**src/rtl/mfmt_pkg.sv**
```systemverilog
package mfmt_pkg;

	// field widths
	localparam int ID_W      = 11;
	localparam int RATE_W    = 10;
	localparam int SLOT_W    = 4;
	localparam int KIND_W    = 2;
	localparam int CFG_IDX_W = 3;
	localparam int CFG_W     = 11;
	localparam int CNT_W     = 16;
	localparam int ENC_W     = 16;
	localparam int POS_W     = 30;
	localparam int BYTE_CNT  = 7;

	localparam int SLOT_COUNT = 10;

	// front to back queue
	localparam int Q_DEPTH = 2;
	localparam int Q_PTR_W = 1;
	localparam int Q_CNT_W = 2;

	// serial divider
	localparam int DIV_STEPS = 30;
	localparam int DIV_CNT_W = 5;

	// match kinds
	localparam logic [KIND_W-1:0] KIND_NONE  = 2'd0;
	localparam logic [KIND_W-1:0] KIND_MOTOR = 2'd1;
	localparam logic [KIND_W-1:0] KIND_KEY   = 2'd2;

	// slot numbers
	localparam logic [SLOT_W-1:0] SLOT_LIFT0   = 4'd0;
	localparam logic [SLOT_W-1:0] SLOT_LIFT1   = 4'd1;
	localparam logic [SLOT_W-1:0] SLOT_SLIDE0  = 4'd2;
	localparam logic [SLOT_W-1:0] SLOT_SLIDE1  = 4'd3;
	localparam logic [SLOT_W-1:0] SLOT_PITCH   = 4'd4;
	localparam logic [SLOT_W-1:0] SLOT_ROLL    = 4'd5;
	localparam logic [SLOT_W-1:0] SLOT_REACH0  = 4'd6;
	localparam logic [SLOT_W-1:0] SLOT_REACH1  = 4'd7;
	localparam logic [SLOT_W-1:0] SLOT_ASSIST0 = 4'd8;
	localparam logic [SLOT_W-1:0] SLOT_ASSIST1 = 4'd9;

	// register indexes
	localparam logic [CFG_IDX_W-1:0] REG_LIFT_BASE   = 3'd0;
	localparam logic [CFG_IDX_W-1:0] REG_SLIDE_BASE  = 3'd1;
	localparam logic [CFG_IDX_W-1:0] REG_PITCH_ID    = 3'd2;
	localparam logic [CFG_IDX_W-1:0] REG_ROLL_ID     = 3'd3;
	localparam logic [CFG_IDX_W-1:0] REG_REACH_BASE  = 3'd4;
	localparam logic [CFG_IDX_W-1:0] REG_ASSIST_BASE = 3'd5;
	localparam logic [CFG_IDX_W-1:0] REG_KEY_ID      = 3'd6;
	localparam logic [CFG_IDX_W-1:0] REG_POS_DIV     = 3'd7;

	// register reset values
	localparam logic [ID_W-1:0]   RST_LIFT_BASE   = 11'd513;
	localparam logic [ID_W-1:0]   RST_SLIDE_BASE  = 11'd515;
	localparam logic [ID_W-1:0]   RST_PITCH_ID    = 11'd517;
	localparam logic [ID_W-1:0]   RST_ROLL_ID     = 11'd518;
	localparam logic [ID_W-1:0]   RST_REACH_BASE  = 11'd513;
	localparam logic [ID_W-1:0]   RST_ASSIST_BASE = 11'd515;
	localparam logic [ID_W-1:0]   RST_KEY_ID      = 11'd768;
	localparam logic [RATE_W-1:0] RST_POS_DIV     = 10'd19;

	// encoder wrap thresholds
	localparam logic signed [ENC_W:0] WRAP_UP   = 17'sd4096;
	localparam logic signed [ENC_W:0] WRAP_DOWN = -17'sd4096;
	localparam logic signed [CNT_W-1:0] CNT_MAX = 16'sh7fff;
	localparam logic signed [CNT_W-1:0] CNT_MIN = 16'sh8000;
	// one turn spans 8191 counts: count*8191 = (count << 13) - count
	localparam int TURN_SHIFT = 13;

	// back end states
	localparam logic [1:0] ST_IDLE = 2'd0;
	localparam logic [1:0] ST_MUL  = 2'd1;
	localparam logic [1:0] ST_DIV  = 2'd2;
	localparam logic [1:0] ST_DONE = 2'd3;

	typedef struct packed {
		logic [ID_W-1:0]   lift_base;
		logic [ID_W-1:0]   slide_base;
		logic [ID_W-1:0]   pitch_id;
		logic [ID_W-1:0]   roll_id;
		logic [ID_W-1:0]   reach_base;
		logic [ID_W-1:0]   assist_base;
		logic [ID_W-1:0]   key_id;
		logic [RATE_W-1:0] pos_div;
	} cfg_t;

	typedef struct packed {
		logic [KIND_W-1:0]         kind;
		logic [SLOT_W-1:0]         slot;
		logic [BYTE_CNT-1:0][7:0]  data;
	} item_t;

	typedef struct packed {
		logic [Q_CNT_W-1:0] count;
	} front_stat_t;

	typedef struct packed {
		logic [1:0] state;
		logic       pop;
	} back_stat_t;

endpackage

```
**src/rtl/mfmt_if.sv**
```systemverilog
interface mfmt_in_if;
	logic        valid;
	logic        ready;
	logic        bus;
	logic [10:0] frame_id;
	logic [7:0]  byte0;
	logic [7:0]  byte1;
	logic [7:0]  byte2;
	logic [7:0]  byte3;
	logic [7:0]  byte4;
	logic [7:0]  byte5;
	logic [7:0]  byte6;

	modport source (output valid, bus, frame_id, byte0, byte1, byte2, byte3, byte4, byte5,
		byte6, input ready);
	modport sink (input valid, bus, frame_id, byte0, byte1, byte2, byte3, byte4, byte5,
		byte6, output ready);
endinterface

interface mfmt_out_if;
	logic               valid;
	logic               ready;
	logic [1:0]         match_kind;
	logic [3:0]         motor_slot;
	logic [15:0]        encoder_word;
	logic [15:0]        speed_word;
	logic [15:0]        current_word;
	logic [7:0]         temperature;
	logic signed [15:0] turn_count;
	logic signed [29:0] total_position;
	logic signed [29:0] scaled_position;
	logic [7:0]         key_value;

	modport source (output valid, match_kind, motor_slot, encoder_word, speed_word,
		current_word, temperature, turn_count, total_position, scaled_position, key_value,
		input ready);
	modport sink (input valid, match_kind, motor_slot, encoder_word, speed_word,
		current_word, temperature, turn_count, total_position, scaled_position, key_value,
		output ready);
endinterface

```
**src/rtl/mfmt_front.sv**
```systemverilog
module mfmt_front (
	input  logic                 clk,
	input  logic                 arst_n,
	input  mfmt_pkg::cfg_t       cfg,
	mfmt_in_if.sink              frame,
	output mfmt_pkg::item_t      q_item,
	output logic                 q_valid,
	input  logic                 q_pop,
	output mfmt_pkg::front_stat_t stat
);
	import mfmt_pkg::*;

	// second id of a pair, formed one bit wider so base 2047 never wraps
	function automatic logic is_next(input logic [ID_W-1:0] id, input logic [ID_W-1:0] base);
		logic [ID_W:0] nxt;
		nxt = {1'b0, base} + {{ID_W{1'b0}}, 1'b1};
		return {1'b0, id} == nxt;
	endfunction

	item_t              route_c;
	item_t              mem_q [Q_DEPTH];
	logic [Q_PTR_W-1:0] wr_ptr_q;
	logic [Q_PTR_W-1:0] rd_ptr_q;
	logic [Q_CNT_W-1:0] count_q;
	logic               push;
	logic               pop;

	// classify the word: first match in slot order, then the key
	always_comb begin
		route_c.kind = KIND_NONE;
		route_c.slot = SLOT_LIFT0;
		route_c.data = {frame.byte6, frame.byte5, frame.byte4, frame.byte3, frame.byte2,
			frame.byte1, frame.byte0};
		if (!frame.bus) begin
			if (frame.frame_id == cfg.lift_base) begin
				route_c.kind = KIND_MOTOR;
				route_c.slot = SLOT_LIFT0;
			end else if (is_next(frame.frame_id, cfg.lift_base)) begin
				route_c.kind = KIND_MOTOR;
				route_c.slot = SLOT_LIFT1;
			end else if (frame.frame_id == cfg.slide_base) begin
				route_c.kind = KIND_MOTOR;
				route_c.slot = SLOT_SLIDE0;
			end else if (is_next(frame.frame_id, cfg.slide_base)) begin
				route_c.kind = KIND_MOTOR;
				route_c.slot = SLOT_SLIDE1;
			end else if (frame.frame_id == cfg.pitch_id) begin
				route_c.kind = KIND_MOTOR;
				route_c.slot = SLOT_PITCH;
			end else if (frame.frame_id == cfg.roll_id) begin
				route_c.kind = KIND_MOTOR;
				route_c.slot = SLOT_ROLL;
			end
		end else begin
			if (frame.frame_id == cfg.reach_base) begin
				route_c.kind = KIND_MOTOR;
				route_c.slot = SLOT_REACH0;
			end else if (is_next(frame.frame_id, cfg.reach_base)) begin
				route_c.kind = KIND_MOTOR;
				route_c.slot = SLOT_REACH1;
			end else if (frame.frame_id == cfg.assist_base) begin
				route_c.kind = KIND_MOTOR;
				route_c.slot = SLOT_ASSIST0;
			end else if (is_next(frame.frame_id, cfg.assist_base)) begin
				route_c.kind = KIND_MOTOR;
				route_c.slot = SLOT_ASSIST1;
			end else if (frame.frame_id == cfg.key_id) begin
				route_c.kind = KIND_KEY;
			end
		end
	end

	// queue handshake
	assign frame.ready = count_q != Q_CNT_W'(Q_DEPTH);
	assign push        = frame.valid && frame.ready;
	assign q_valid     = count_q != '0;
	assign pop         = q_pop && q_valid;
	assign q_item      = mem_q[rd_ptr_q];
	assign stat.count  = count_q;

	// queue storage
	always_ff @(posedge clk) begin
		if (push) begin
			mem_q[wr_ptr_q] <= route_c;
		end
	end

	// queue pointers
	always_ff @(posedge clk or negedge arst_n) begin
		if (!arst_n) begin
			wr_ptr_q <= '0;
			rd_ptr_q <= '0;
			count_q  <= '0;
		end else begin
			if (push) begin
				wr_ptr_q <= wr_ptr_q + 1'b1;
			end
			if (pop) begin
				rd_ptr_q <= rd_ptr_q + 1'b1;
			end
			case ({push, pop})
				2'b10:   count_q <= count_q + 1'b1;
				2'b01:   count_q <= count_q - 1'b1;
				default: count_q <= count_q;
			endcase
		end
	end

endmodule

```
**src/rtl/mfmt_back.sv**
```systemverilog
module mfmt_back (
	input  logic                        clk,
	input  logic                        arst_n,
	input  logic [mfmt_pkg::RATE_W-1:0] pos_div,
	input  mfmt_pkg::item_t             q_item,
	input  logic                        q_valid,
	output logic                        q_pop,
	mfmt_out_if.source                  result,
	output mfmt_pkg::back_stat_t        stat
);
	import mfmt_pkg::*;

	logic [1:0]              state_q;
	item_t                   item_q;
	logic [ENC_W-1:0]        enc_now_q  [SLOT_COUNT];
	logic [ENC_W-1:0]        enc_prev_q [SLOT_COUNT];
	logic signed [CNT_W-1:0] turn_q     [SLOT_COUNT];
	logic [7:0]              key_q;
	logic signed [CNT_W-1:0] cnt_q;
	logic [ENC_W-1:0]        enc_q;
	logic signed [POS_W-1:0] total_q;
	logic                    neg_q;
	logic [POS_W-1:0]        quo_q;
	logic [RATE_W-1:0]       rem_q;
	logic [RATE_W-1:0]       rate_q;
	logic [DIV_CNT_W-1:0]    step_q;

	logic signed [ENC_W:0]   diff_c;
	logic signed [CNT_W-1:0] cnt_c;
	logic [ENC_W-1:0]        enc_in_c;
	logic signed [POS_W-1:0] cnt_ext_c;
	logic signed [POS_W-1:0] total_c;
	logic [POS_W-1:0]        mag_c;
	logic [RATE_W+1:0]       trial_c;
	logic [RATE_W:0]         shifted_c;
	logic [POS_W-1:0]        scaled_c;
	logic                    load;

	assign q_pop      = (state_q == ST_IDLE) && q_valid;
	assign stat.state = state_q;
	assign stat.pop   = q_pop;

	// wrap detection on the two stored words, saturating count
	always_comb begin
		diff_c   = $signed({1'b0, enc_now_q[q_item.slot]}) -
			$signed({1'b0, enc_prev_q[q_item.slot]});
		cnt_c    = turn_q[q_item.slot];
		enc_in_c = {q_item.data[0], q_item.data[1]};
		if (diff_c > WRAP_UP) begin
			if (cnt_c != CNT_MIN) begin
				cnt_c = cnt_c - 16'sd1;
			end
		end else if (diff_c < WRAP_DOWN) begin
			if (cnt_c != CNT_MAX) begin
				cnt_c = cnt_c + 16'sd1;
			end
		end
	end

	// total = count*8191 + encoder, and its magnitude for the divider
	always_comb begin
		cnt_ext_c = POS_W'(cnt_q);
		total_c   = (cnt_ext_c <<< TURN_SHIFT) - cnt_ext_c + $signed({14'd0, enc_q});
		mag_c     = total_c[POS_W-1] ? POS_W'(-total_c) : POS_W'(total_c);
	end

	// one restoring step: bring in the next dividend bit, try the subtract
	assign shifted_c = {rem_q, quo_q[POS_W-1]};
	assign trial_c   = {1'b0, shifted_c} - {2'b00, rate_q};
	assign scaled_c  = neg_q ? POS_W'(-quo_q) : quo_q;
	assign load      = (state_q == ST_DONE) && (!result.valid || result.ready);

	// slot state and key latch
	always_ff @(posedge clk or negedge arst_n) begin
		if (!arst_n) begin
			for (int i = 0; i < SLOT_COUNT; i++) begin
				enc_now_q[i]  <= '0;
				enc_prev_q[i] <= '0;
				turn_q[i]     <= '0;
			end
			key_q <= '0;
		end else if (q_pop) begin
			if (q_item.kind == KIND_KEY) begin
				key_q <= q_item.data[0];
			end else if (q_item.kind == KIND_MOTOR) begin
				turn_q[q_item.slot]     <= cnt_c;
				enc_prev_q[q_item.slot] <= enc_now_q[q_item.slot];
				enc_now_q[q_item.slot]  <= enc_in_c;
			end
		end
	end

	// sequencer
	always_ff @(posedge clk or negedge arst_n) begin
		if (!arst_n) begin
			state_q <= ST_IDLE;
			step_q  <= '0;
		end else begin
			case (state_q)
				ST_IDLE: begin
					if (q_pop) begin
						state_q <= (q_item.kind == KIND_MOTOR) ? ST_MUL : ST_DONE;
					end
				end
				ST_MUL: begin
					state_q <= ST_DIV;
					step_q  <= '0;
				end
				ST_DIV: begin
					if (step_q == DIV_CNT_W'(DIV_STEPS - 1)) begin
						state_q <= ST_DONE;
					end
					step_q <= step_q + 1'b1;
				end
				ST_DONE: begin
					if (load) begin
						state_q <= ST_IDLE;
					end
				end
				default: state_q <= ST_IDLE;
			endcase
		end
	end

	// datapath
	always_ff @(posedge clk) begin
		case (state_q)
			ST_IDLE: begin
				if (q_pop) begin
					item_q <= q_item;
					cnt_q  <= cnt_c;
					enc_q  <= enc_in_c;
				end
			end
			ST_MUL: begin
				total_q <= total_c;
				neg_q   <= total_c[POS_W-1];
				quo_q   <= mag_c;
				rem_q   <= '0;
				rate_q  <= (pos_div == '0) ? RATE_W'(1) : pos_div;
			end
			ST_DIV: begin
				if (!trial_c[RATE_W+1]) begin
					rem_q <= trial_c[RATE_W-1:0];
				end else begin
					rem_q <= shifted_c[RATE_W-1:0];
				end
				quo_q <= {quo_q[POS_W-2:0], ~trial_c[RATE_W+1]};
			end
			default: ;
		endcase
	end

	// output register
	always_ff @(posedge clk or negedge arst_n) begin
		if (!arst_n) begin
			result.valid <= 1'b0;
		end else if (load) begin
			result.valid <= 1'b1;
		end else if (result.ready) begin
			result.valid <= 1'b0;
		end
	end

	always_ff @(posedge clk) begin
		if (load) begin
			result.match_kind <= item_q.kind;
			result.key_value  <= key_q;
			if (item_q.kind == KIND_MOTOR) begin
				result.motor_slot      <= item_q.slot;
				result.encoder_word    <= enc_q;
				result.speed_word      <= {item_q.data[2], item_q.data[3]};
				result.current_word    <= {item_q.data[4], item_q.data[5]};
				result.temperature     <= item_q.data[6];
				result.turn_count      <= cnt_q;
				result.total_position  <= total_q;
				result.scaled_position <= $signed(scaled_c);
			end else begin
				result.motor_slot      <= '0;
				result.encoder_word    <= '0;
				result.speed_word      <= '0;
				result.current_word    <= '0;
				result.temperature     <= '0;
				result.turn_count      <= '0;
				result.total_position  <= '0;
				result.scaled_position <= '0;
			end
		end
	end

endmodule

```
**src/rtl/motor_feedback_multiturn_tracker.sv**
```systemverilog
// a motor word goes from the queue through the idle, multiply, divide and done states
// of the back end to result; a key or unmatched word goes from idle straight to done
// the back end takes a new word only in idle, done waits while result is stalled, and
// the 30-step serial divider paces motor words; a 2-word queue lets frame run ahead
// reset: arst_n clears the queue, slot encoders, turn counts and key latch at once,
// and loads the id and rate registers with their defaults
module motor_feedback_multiturn_tracker (
	input  logic                           clk,
	input  logic                           arst_n,
	input  logic                           cfg_we,
	input  logic [mfmt_pkg::CFG_IDX_W-1:0] cfg_index,
	input  logic [mfmt_pkg::CFG_W-1:0]     cfg_wdata,
	mfmt_in_if.sink                        frame,
	mfmt_out_if.source                     result
);
	import mfmt_pkg::*;

	cfg_t        cfg_q;
	item_t       q_item;
	logic        q_valid;
	logic        q_pop;
	front_stat_t front_stat;
	back_stat_t  back_stat;

	// configuration registers
	always_ff @(posedge clk or negedge arst_n) begin
		if (!arst_n) begin
			cfg_q.lift_base   <= RST_LIFT_BASE;
			cfg_q.slide_base  <= RST_SLIDE_BASE;
			cfg_q.pitch_id    <= RST_PITCH_ID;
			cfg_q.roll_id     <= RST_ROLL_ID;
			cfg_q.reach_base  <= RST_REACH_BASE;
			cfg_q.assist_base <= RST_ASSIST_BASE;
			cfg_q.key_id      <= RST_KEY_ID;
			cfg_q.pos_div     <= RST_POS_DIV;
		end else if (cfg_we) begin
			case (cfg_index)
				REG_LIFT_BASE:   cfg_q.lift_base   <= cfg_wdata;
				REG_SLIDE_BASE:  cfg_q.slide_base  <= cfg_wdata;
				REG_PITCH_ID:    cfg_q.pitch_id    <= cfg_wdata;
				REG_ROLL_ID:     cfg_q.roll_id     <= cfg_wdata;
				REG_REACH_BASE:  cfg_q.reach_base  <= cfg_wdata;
				REG_ASSIST_BASE: cfg_q.assist_base <= cfg_wdata;
				REG_KEY_ID:      cfg_q.key_id      <= cfg_wdata;
				REG_POS_DIV:     cfg_q.pos_div     <= cfg_wdata[RATE_W-1:0];
				default:         cfg_q             <= cfg_q;
			endcase
		end
	end

	mfmt_front u_front (
		.clk     (clk),
		.arst_n  (arst_n),
		.cfg     (cfg_q),
		.frame   (frame),
		.q_item  (q_item),
		.q_valid (q_valid),
		.q_pop   (q_pop),
		.stat    (front_stat)
	);

	mfmt_back u_back (
		.clk      (clk),
		.arst_n   (arst_n),
		.pos_div  (cfg_q.pos_div),
		.q_item   (q_item),
		.q_valid  (q_valid),
		.q_pop    (q_pop),
		.result   (result),
		.stat     (back_stat)
	);

	// queue never overfills
	a_q_bound: assert property (@(posedge clk) disable iff (!arst_n)
		front_stat.count <= Q_CNT_W'(Q_DEPTH))
		else $error("queue count above depth");

	// back end never pops an empty queue
	a_pop_nonempty: assert property (@(posedge clk) disable iff (!arst_n)
		back_stat.pop |-> front_stat.count != '0)
		else $error("pop from empty queue");

	// a new result only comes out of the finishing state
	a_result_from_done: assert property (@(posedge clk) disable iff (!arst_n)
		$rose(result.valid) |-> $past(back_stat.state) == ST_DONE)
		else $error("result raised outside finishing state");

	// a motor word always goes through the adder stage right after its pop
	a_motor_to_mul: assert property (@(posedge clk) disable iff (!arst_n)
		back_stat.pop && q_item.kind == KIND_MOTOR |=> back_stat.state == ST_MUL)
		else $error("motor word skipped the adder stage");

endmodule

```
**src/flat_wrapper.sv**
```systemverilog
// flat-port wrapper written by rule: the top's interface ports become plain ports
module motor_feedback_multiturn_tracker_flat import mfmt_pkg::*;
  (clk, arst_n, cfg_we, cfg_index, cfg_wdata, frame_valid, frame_bus, frame_frame_id, frame_byte0, frame_byte1, frame_byte2, frame_byte3, frame_byte4, frame_byte5, frame_byte6, frame_ready, result_valid, result_match_kind, result_motor_slot, result_encoder_word, result_speed_word, result_current_word, result_temperature, result_turn_count, result_total_position, result_scaled_position, result_key_value, result_ready);
  mfmt_in_if frame_i ();
  mfmt_out_if result_i ();
  input  logic clk;
  input  logic arst_n;
  input  logic cfg_we;
  input  logic [mfmt_pkg::CFG_IDX_W-1:0] cfg_index;
  input  logic [mfmt_pkg::CFG_W-1:0] cfg_wdata;
  input wire logic [$bits(frame_i.valid)-1:0] frame_valid;
  input wire logic [$bits(frame_i.bus)-1:0] frame_bus;
  input wire logic [$bits(frame_i.frame_id)-1:0] frame_frame_id;
  input wire logic [$bits(frame_i.byte0)-1:0] frame_byte0;
  input wire logic [$bits(frame_i.byte1)-1:0] frame_byte1;
  input wire logic [$bits(frame_i.byte2)-1:0] frame_byte2;
  input wire logic [$bits(frame_i.byte3)-1:0] frame_byte3;
  input wire logic [$bits(frame_i.byte4)-1:0] frame_byte4;
  input wire logic [$bits(frame_i.byte5)-1:0] frame_byte5;
  input wire logic [$bits(frame_i.byte6)-1:0] frame_byte6;
  output wire logic [$bits(frame_i.ready)-1:0] frame_ready;
  output wire logic [$bits(result_i.valid)-1:0] result_valid;
  output wire logic [$bits(result_i.match_kind)-1:0] result_match_kind;
  output wire logic [$bits(result_i.motor_slot)-1:0] result_motor_slot;
  output wire logic [$bits(result_i.encoder_word)-1:0] result_encoder_word;
  output wire logic [$bits(result_i.speed_word)-1:0] result_speed_word;
  output wire logic [$bits(result_i.current_word)-1:0] result_current_word;
  output wire logic [$bits(result_i.temperature)-1:0] result_temperature;
  output wire logic [$bits(result_i.turn_count)-1:0] result_turn_count;
  output wire logic [$bits(result_i.total_position)-1:0] result_total_position;
  output wire logic [$bits(result_i.scaled_position)-1:0] result_scaled_position;
  output wire logic [$bits(result_i.key_value)-1:0] result_key_value;
  input wire logic [$bits(result_i.ready)-1:0] result_ready;
  assign frame_i.valid = frame_valid;
  assign frame_i.bus = frame_bus;
  assign frame_i.frame_id = frame_frame_id;
  assign frame_i.byte0 = frame_byte0;
  assign frame_i.byte1 = frame_byte1;
  assign frame_i.byte2 = frame_byte2;
  assign frame_i.byte3 = frame_byte3;
  assign frame_i.byte4 = frame_byte4;
  assign frame_i.byte5 = frame_byte5;
  assign frame_i.byte6 = frame_byte6;
  assign frame_ready = frame_i.ready;
  assign result_valid = result_i.valid;
  assign result_match_kind = result_i.match_kind;
  assign result_motor_slot = result_i.motor_slot;
  assign result_encoder_word = result_i.encoder_word;
  assign result_speed_word = result_i.speed_word;
  assign result_current_word = result_i.current_word;
  assign result_temperature = result_i.temperature;
  assign result_turn_count = result_i.turn_count;
  assign result_total_position = result_i.total_position;
  assign result_scaled_position = result_i.scaled_position;
  assign result_key_value = result_i.key_value;
  assign result_i.ready = result_ready;
  motor_feedback_multiturn_tracker u_core (.clk(clk), .arst_n(arst_n), .cfg_we(cfg_we), .cfg_index(cfg_index), .cfg_wdata(cfg_wdata), .frame(frame_i), .result(result_i));
endmodule
```
**config.mk**
```make
export PLATFORM = sky130hd
export DESIGN_NAME = motor_feedback_multiturn_tracker_flat
export DESIGN_NICKNAME = d
export VERILOG_FILES = /design/src/rtl/mfmt_pkg.sv /design/src/rtl/mfmt_if.sv /design/src/rtl/mfmt_front.sv /design/src/rtl/mfmt_back.sv /design/src/rtl/motor_feedback_multiturn_tracker.sv /design/src/flat_wrapper.sv
export SDC_FILE = /design/constraint.sdc
export NUM_CORES = 2
export LEC_CHECK = 0
export ABC_CLOCK_PERIOD_IN_PS = 9000
export BUFFER_PORTS_ARGS = -buffer_cell sky130_fd_sc_hd__buf_2
export CORE_MARGIN = 10
export CORE_UTILIZATION = 62
export CTS_BUF_LIST = sky130_fd_sc_hd__clkbuf_16
export CTS_CLUSTER_SIZE = 8
export DETAILED_ROUTE_END_ITERATION = 16
export PLACE_DENSITY = 0.83
export RECOVER_POWER = 100
export REMOVE_ABC_BUFFERS = 1
export SLEW_MARGIN = 25
export SYNTH_ARGS = -nofsm -noshare
export SYNTH_HDL_FRONTEND = slang
export SYNTH_SLANG_ARGS = --single-unit
```
**constraint.sdc**
```tcl
create_clock -name clk -period 9 [get_ports clk]
set_input_delay 2.25 -clock clk [delete_from_list [all_inputs] [get_ports clk]]
set_output_delay 2.25 -clock clk [all_outputs]
set_load 0.02 [all_outputs]
```
==> results.json <==
{
  "outcome": "finished, violations left",
  "violations": "capacitance limit, slew limit",
  "fp.dieArea_um2": 89100,
  "ir_drop_mv": 0.299,
  "io_pins": 235,
  "wirelength_um": 135000,
  "areaGrowthSynthToFinish_pct": 12.2,
  "ys_async_sr_fraction": 0.578,
  "slew_headroom": -2.99,
  "power.density_nw_per_um2": 431,
  "multi_input_area_um2": 18900,
  "finalWorstPathRequiredPeriod_ns": 8.16,
  "slowest_stage": "mux2i_1",
  "crit_fanout": 34,
  "crit_family": "compound AO/OA/AOI/OAI gates",
  "port_buffers": 234,
  "dp_hpwl_um": 81900,
  "dieWidth_um": 299,
  "cts_root_buffer": "clkbuf_16",
  "path_buf_inv": 3,
  "coreArea_um2": 77200,
  "regArea_um2": 27600,
  "dr_total_vias": 37100,
  "leakage_nw": 22.2,
  "vias_per_cell": 6.38,
  "finalMaxSlewViolations": 1195,
  "dpl-instance-area_um2": 50300,
  "insertion_delay_ns": 0.76,
  "power.total_mw": 23.3,
  "critPathLaunchType": "flip-flop",
  "synth_area_um2": 48100,
  "crit_type": "flip-flop to flip-flop",
  "clock_path_buffers": 3,
  "dr.pass1.iters": 6,
  "grt_pass1_wl_um": 207000,
  "cp.required_ns": 9.48,
  "hold_path_class": "flip-flop to flip-flop",
  "seq_area_frac_synth": 0.573,
  "grt_pass1_vias": 36800,
  "ys_ff_latch": 1015,
  "place_congestion": 0.933,
  "final_layout_size_suffix_gt1_frac": 0.106,
  "cts_buffers": 144,
  "final_core_util": 0.699,
  "hold_buffers": 0,
  "cts-resized-gates": 0,
  "placed_cells": 5586,
  "cts_sinks": 1015,
  "synth_edf_count": 428,
  "synthCells": 4533,
  "clk_pin_slew_ns": 0.05,
  "tightestPinTransition_ns": 5.99,
  "finalSetupViolCount": 0,
  "grt.total_usage": 0.294,
  "die_h_um": 299,
  "path_cells": "mux2i_1 -> inv_4 -> mux4_2 -> a22o_1 -> a221oi_1 -> clkbuf_1 -> inv_1 -> ha_1 -> a211oi_1 -> o21ai_0 -> a211oi_1 -> xor2_1 -> or4b_1 -> o21ai_0 -> o21ai_0 -> o211a_1 -> a21oi_1 -> o21ai_0",
  "post_cts_buffers": 0,
  "critPathCaptureType": "flip-flop",
  "rsz0062_at_grt": "false",
  "path_common_cell": "o21ai_0",
  "antenna_found_initial": 7,
  "yosys_warnings": 0,
  "drt_iter0_drc": 4417,
  "rows": 102,
  "synthDistinctLibCells": 92,
  "fin_area_um2": 54000,
  "fill_cells": 5324,
  "cap_viol_max_count": 22,
  "fin_skew_ns": 0.0373,
  "worst_path_largest_cell_delay_ns": 0.78,
  "cp.arrival_ns": 8.64,
  "final_cells": 5809,
  "fin_crit_sh": 0.906,
  "htree_num_levels": 4,
  "grt-ovfl-total": 0,
  "postSynthAreaPerCell_um2": 10.6,
  "start_util": 0.623,
  "hold_viol": 0,
  "antenna_left": 0,
  "max_freq_mhz": 123,
  "cts_tree": "yes",
  "grt_max_degree": 182,
  "drc": 0,
  "drt-wirelength-per-cell_um": 23.2,
  "synth_flop_cell": "dfrtp_1",
  "final_nets": 4883
}
-- report_power, final --
part / switching, mW / internal (mW) / leakage, nW
sequential: 0.888 / 6.90 / 11.9
combinational: 7.08 / 3.47 / 8.10
clock: 2.04 / 2.90 / 2.23
-- cells in the mapped netlist (19+ instances only) --
master | instances | area [um^2]
a21oi_1 | 204 | 1020
a31oi_1 | 42 | 263
and2_1 | 101 | 632
and3_1 | 36 | 225
buf_1 | 24 | 90.1
buf_2 | 20 | 100
clkbuf_1 | 255 | 957
dfrtp_1 | 566 | 14200
dfstp_2 | 21 | 552
edfxtp_1 | 428 | 12900
ha_1 | 94 | 1180
inv_1 | 135 | 507
mux2_2 | 166 | 1870
mux2i_1 | 42 | 420
mux4_2 | 24 | 541
nand2_1 | 828 | 3110
nand3_1 | 86 | 430
nand4_1 | 37 | 231
nor2_1 | 255 | 957
nor2b_1 | 21 | 131
nor3_1 | 46 | 230
nor4_1 | 19 | 119
o21a_1 | 21 | 158
o21ai_0 | 438 | 2190
o21ai_1 | 47 | 235
o22ai_1 | 30 | 188
o31ai_1 | 24 | 180
xnor2_1 | 118 | 1030
xor2_1 | 71 | 622
-- path summary, 6_finish.rpt --
path / startpoint / end / slack, ns / cells after the start
min in group asynchronous: arst_n / u_core.u_back.enc_now_q[129] / 3.73 / 1
setup / recovery: u_core.u_front.rd_ptr_q / u_core.u_back.turn_q[61] / 0.84 / 18
hold / removal: u_core.u_back.key_q[1] / u_core.u_back.result.key_value[1] / 0.45 / 0
max in group asynchronous: arst_n / u_core.u_back.enc_now_q[28] / 1.55 / 2
hold reg to reg: u_core.u_back.key_q[1] / u_core.u_back.result.key_value[1] / 0.45 / 0
setup reg to reg: u_core.u_front.rd_ptr_q / u_core.u_back.turn_q[61] / 0.84 / 18
-- area by class of cell --
| type | instances | share of cell area |
|---|---|---|
| timing repair buffer | 322 | 0.0281 |
| multi-input combinational | 3073 | 0.350 |
| clock buffer | 145 | 0.0672 |
| clock inverter | 71 | 0.0102 |
| tap | 1040 | 0.0241 |
| sequential | 1015 | 0.511 |
| inverter | 139 | 0.00978 |
| antenna | 4 | 0.000185 |
-- metrics by stage --
step	TNS (ns)	hold slack, ns	setup WS, ns
finish	0	0.453	0.843
global route	0	0.456	0.435
CTS	0	0.453	1.28
detailed placement	0	0.435	1.29
global placement	0	0.431	1.57
floorplan	-598.21	0.426	-3.53
-- cell families (layout without fill, tap and decap cells) --
group / Yosys count / after routing / share of synthesized area
XOR/XNOR: 189 / 189 / 0.0344
AND/OR/NAND/NOR: 1540 / 1540 / 0.144
buffers and inverters: 445 / 677 / 0.0361
AO/OA/AOI/OAI: 1010 / 1010 / 0.125
multiplexers: 233 / 233 / 0.0593
other: 0 / 4 / 0
adder cells (fa/ha/maj): 101 / 101 / 0.0274
flip-flops: 1015 / 1015 / 0.573
-- worst reg2reg max path, delay by kind of cell, from the launching register on --
| kind | cells | cell delay, ns |
|---|---|---|
| buffers and inverters | 3 | 0.92 |
| muxes | 2 | 1.41 |
| AOI/OAI and AO/OA | 10 | 3.67 |
| xor gates and xnor gates | 1 | 0.16 |
| and+or+nand+nor | 1 | 0.60 |
| adders and majority gates | 1 | 0.40 |
| DFF | 1 | 0.73 |
-- cell usage in the layout (no fill, tap or decap), types with 37 or more instances in the layout --
cell	netlist	final
nand2_1	828	828
dfrtp_1	566	565
o21ai_0	438	478
edfxtp_1	428	428
nor2_1	255	253
clkbuf_1	255	227
a21oi_1	204	204
inv_1	135	191
mux2_2	166	163
clkbuf_16	0	145
xnor2_1	118	118
ha_1	94	93
nand3_1	86	86
and2_0	0	74
xor2_1	71	71
nor3_1	46	44
buf_4	1	44
mux2i_1	42	42
a31oi_1	42	42
buf_2	20	41
nand4_1	37	37
-- sequential cells by signal, indices dropped and copies added, names as in the netlist, 8 cells and up --
name	count
u_core.u_front.mem_q	124
u_core.u_back.result.scaled_position	30
u_core.u_back.result.total_position	30
u_core.u_back.enc_now_q	160
u_core.u_back.quo_q	30
u_core.u_back.enc_q	16
u_core.u_back.rem_q	10
u_core.u_back.turn_q	160
u_core.u_back.enc_prev_q	160
u_core.u_back.item_q	46
u_core.u_back.result.temperature	8
u_core.u_back.rate_q	10
u_core.u_back.cnt_q	16
u_core.cfg_q	87
u_core.u_back.result.speed_word	16
u_core.u_back.result.key_value	8
u_core.u_back.total_q	30
u_core.u_back.result.encoder_word	16
u_core.u_back.result.turn_count	16
u_core.u_back.result.current_word	16
u_core.u_back.key_q	8
-- metal layers --
layer  up-vias  GRT usage  part of all wire
met1     18100      0.380              0.38
met3       426     0.0677              0.11
met2      2230      0.473              0.48
met4         6      0.128             0.041
li1      16300          -                 -
met5         -          0           0.00033
(Power assumes the default switching activity.)
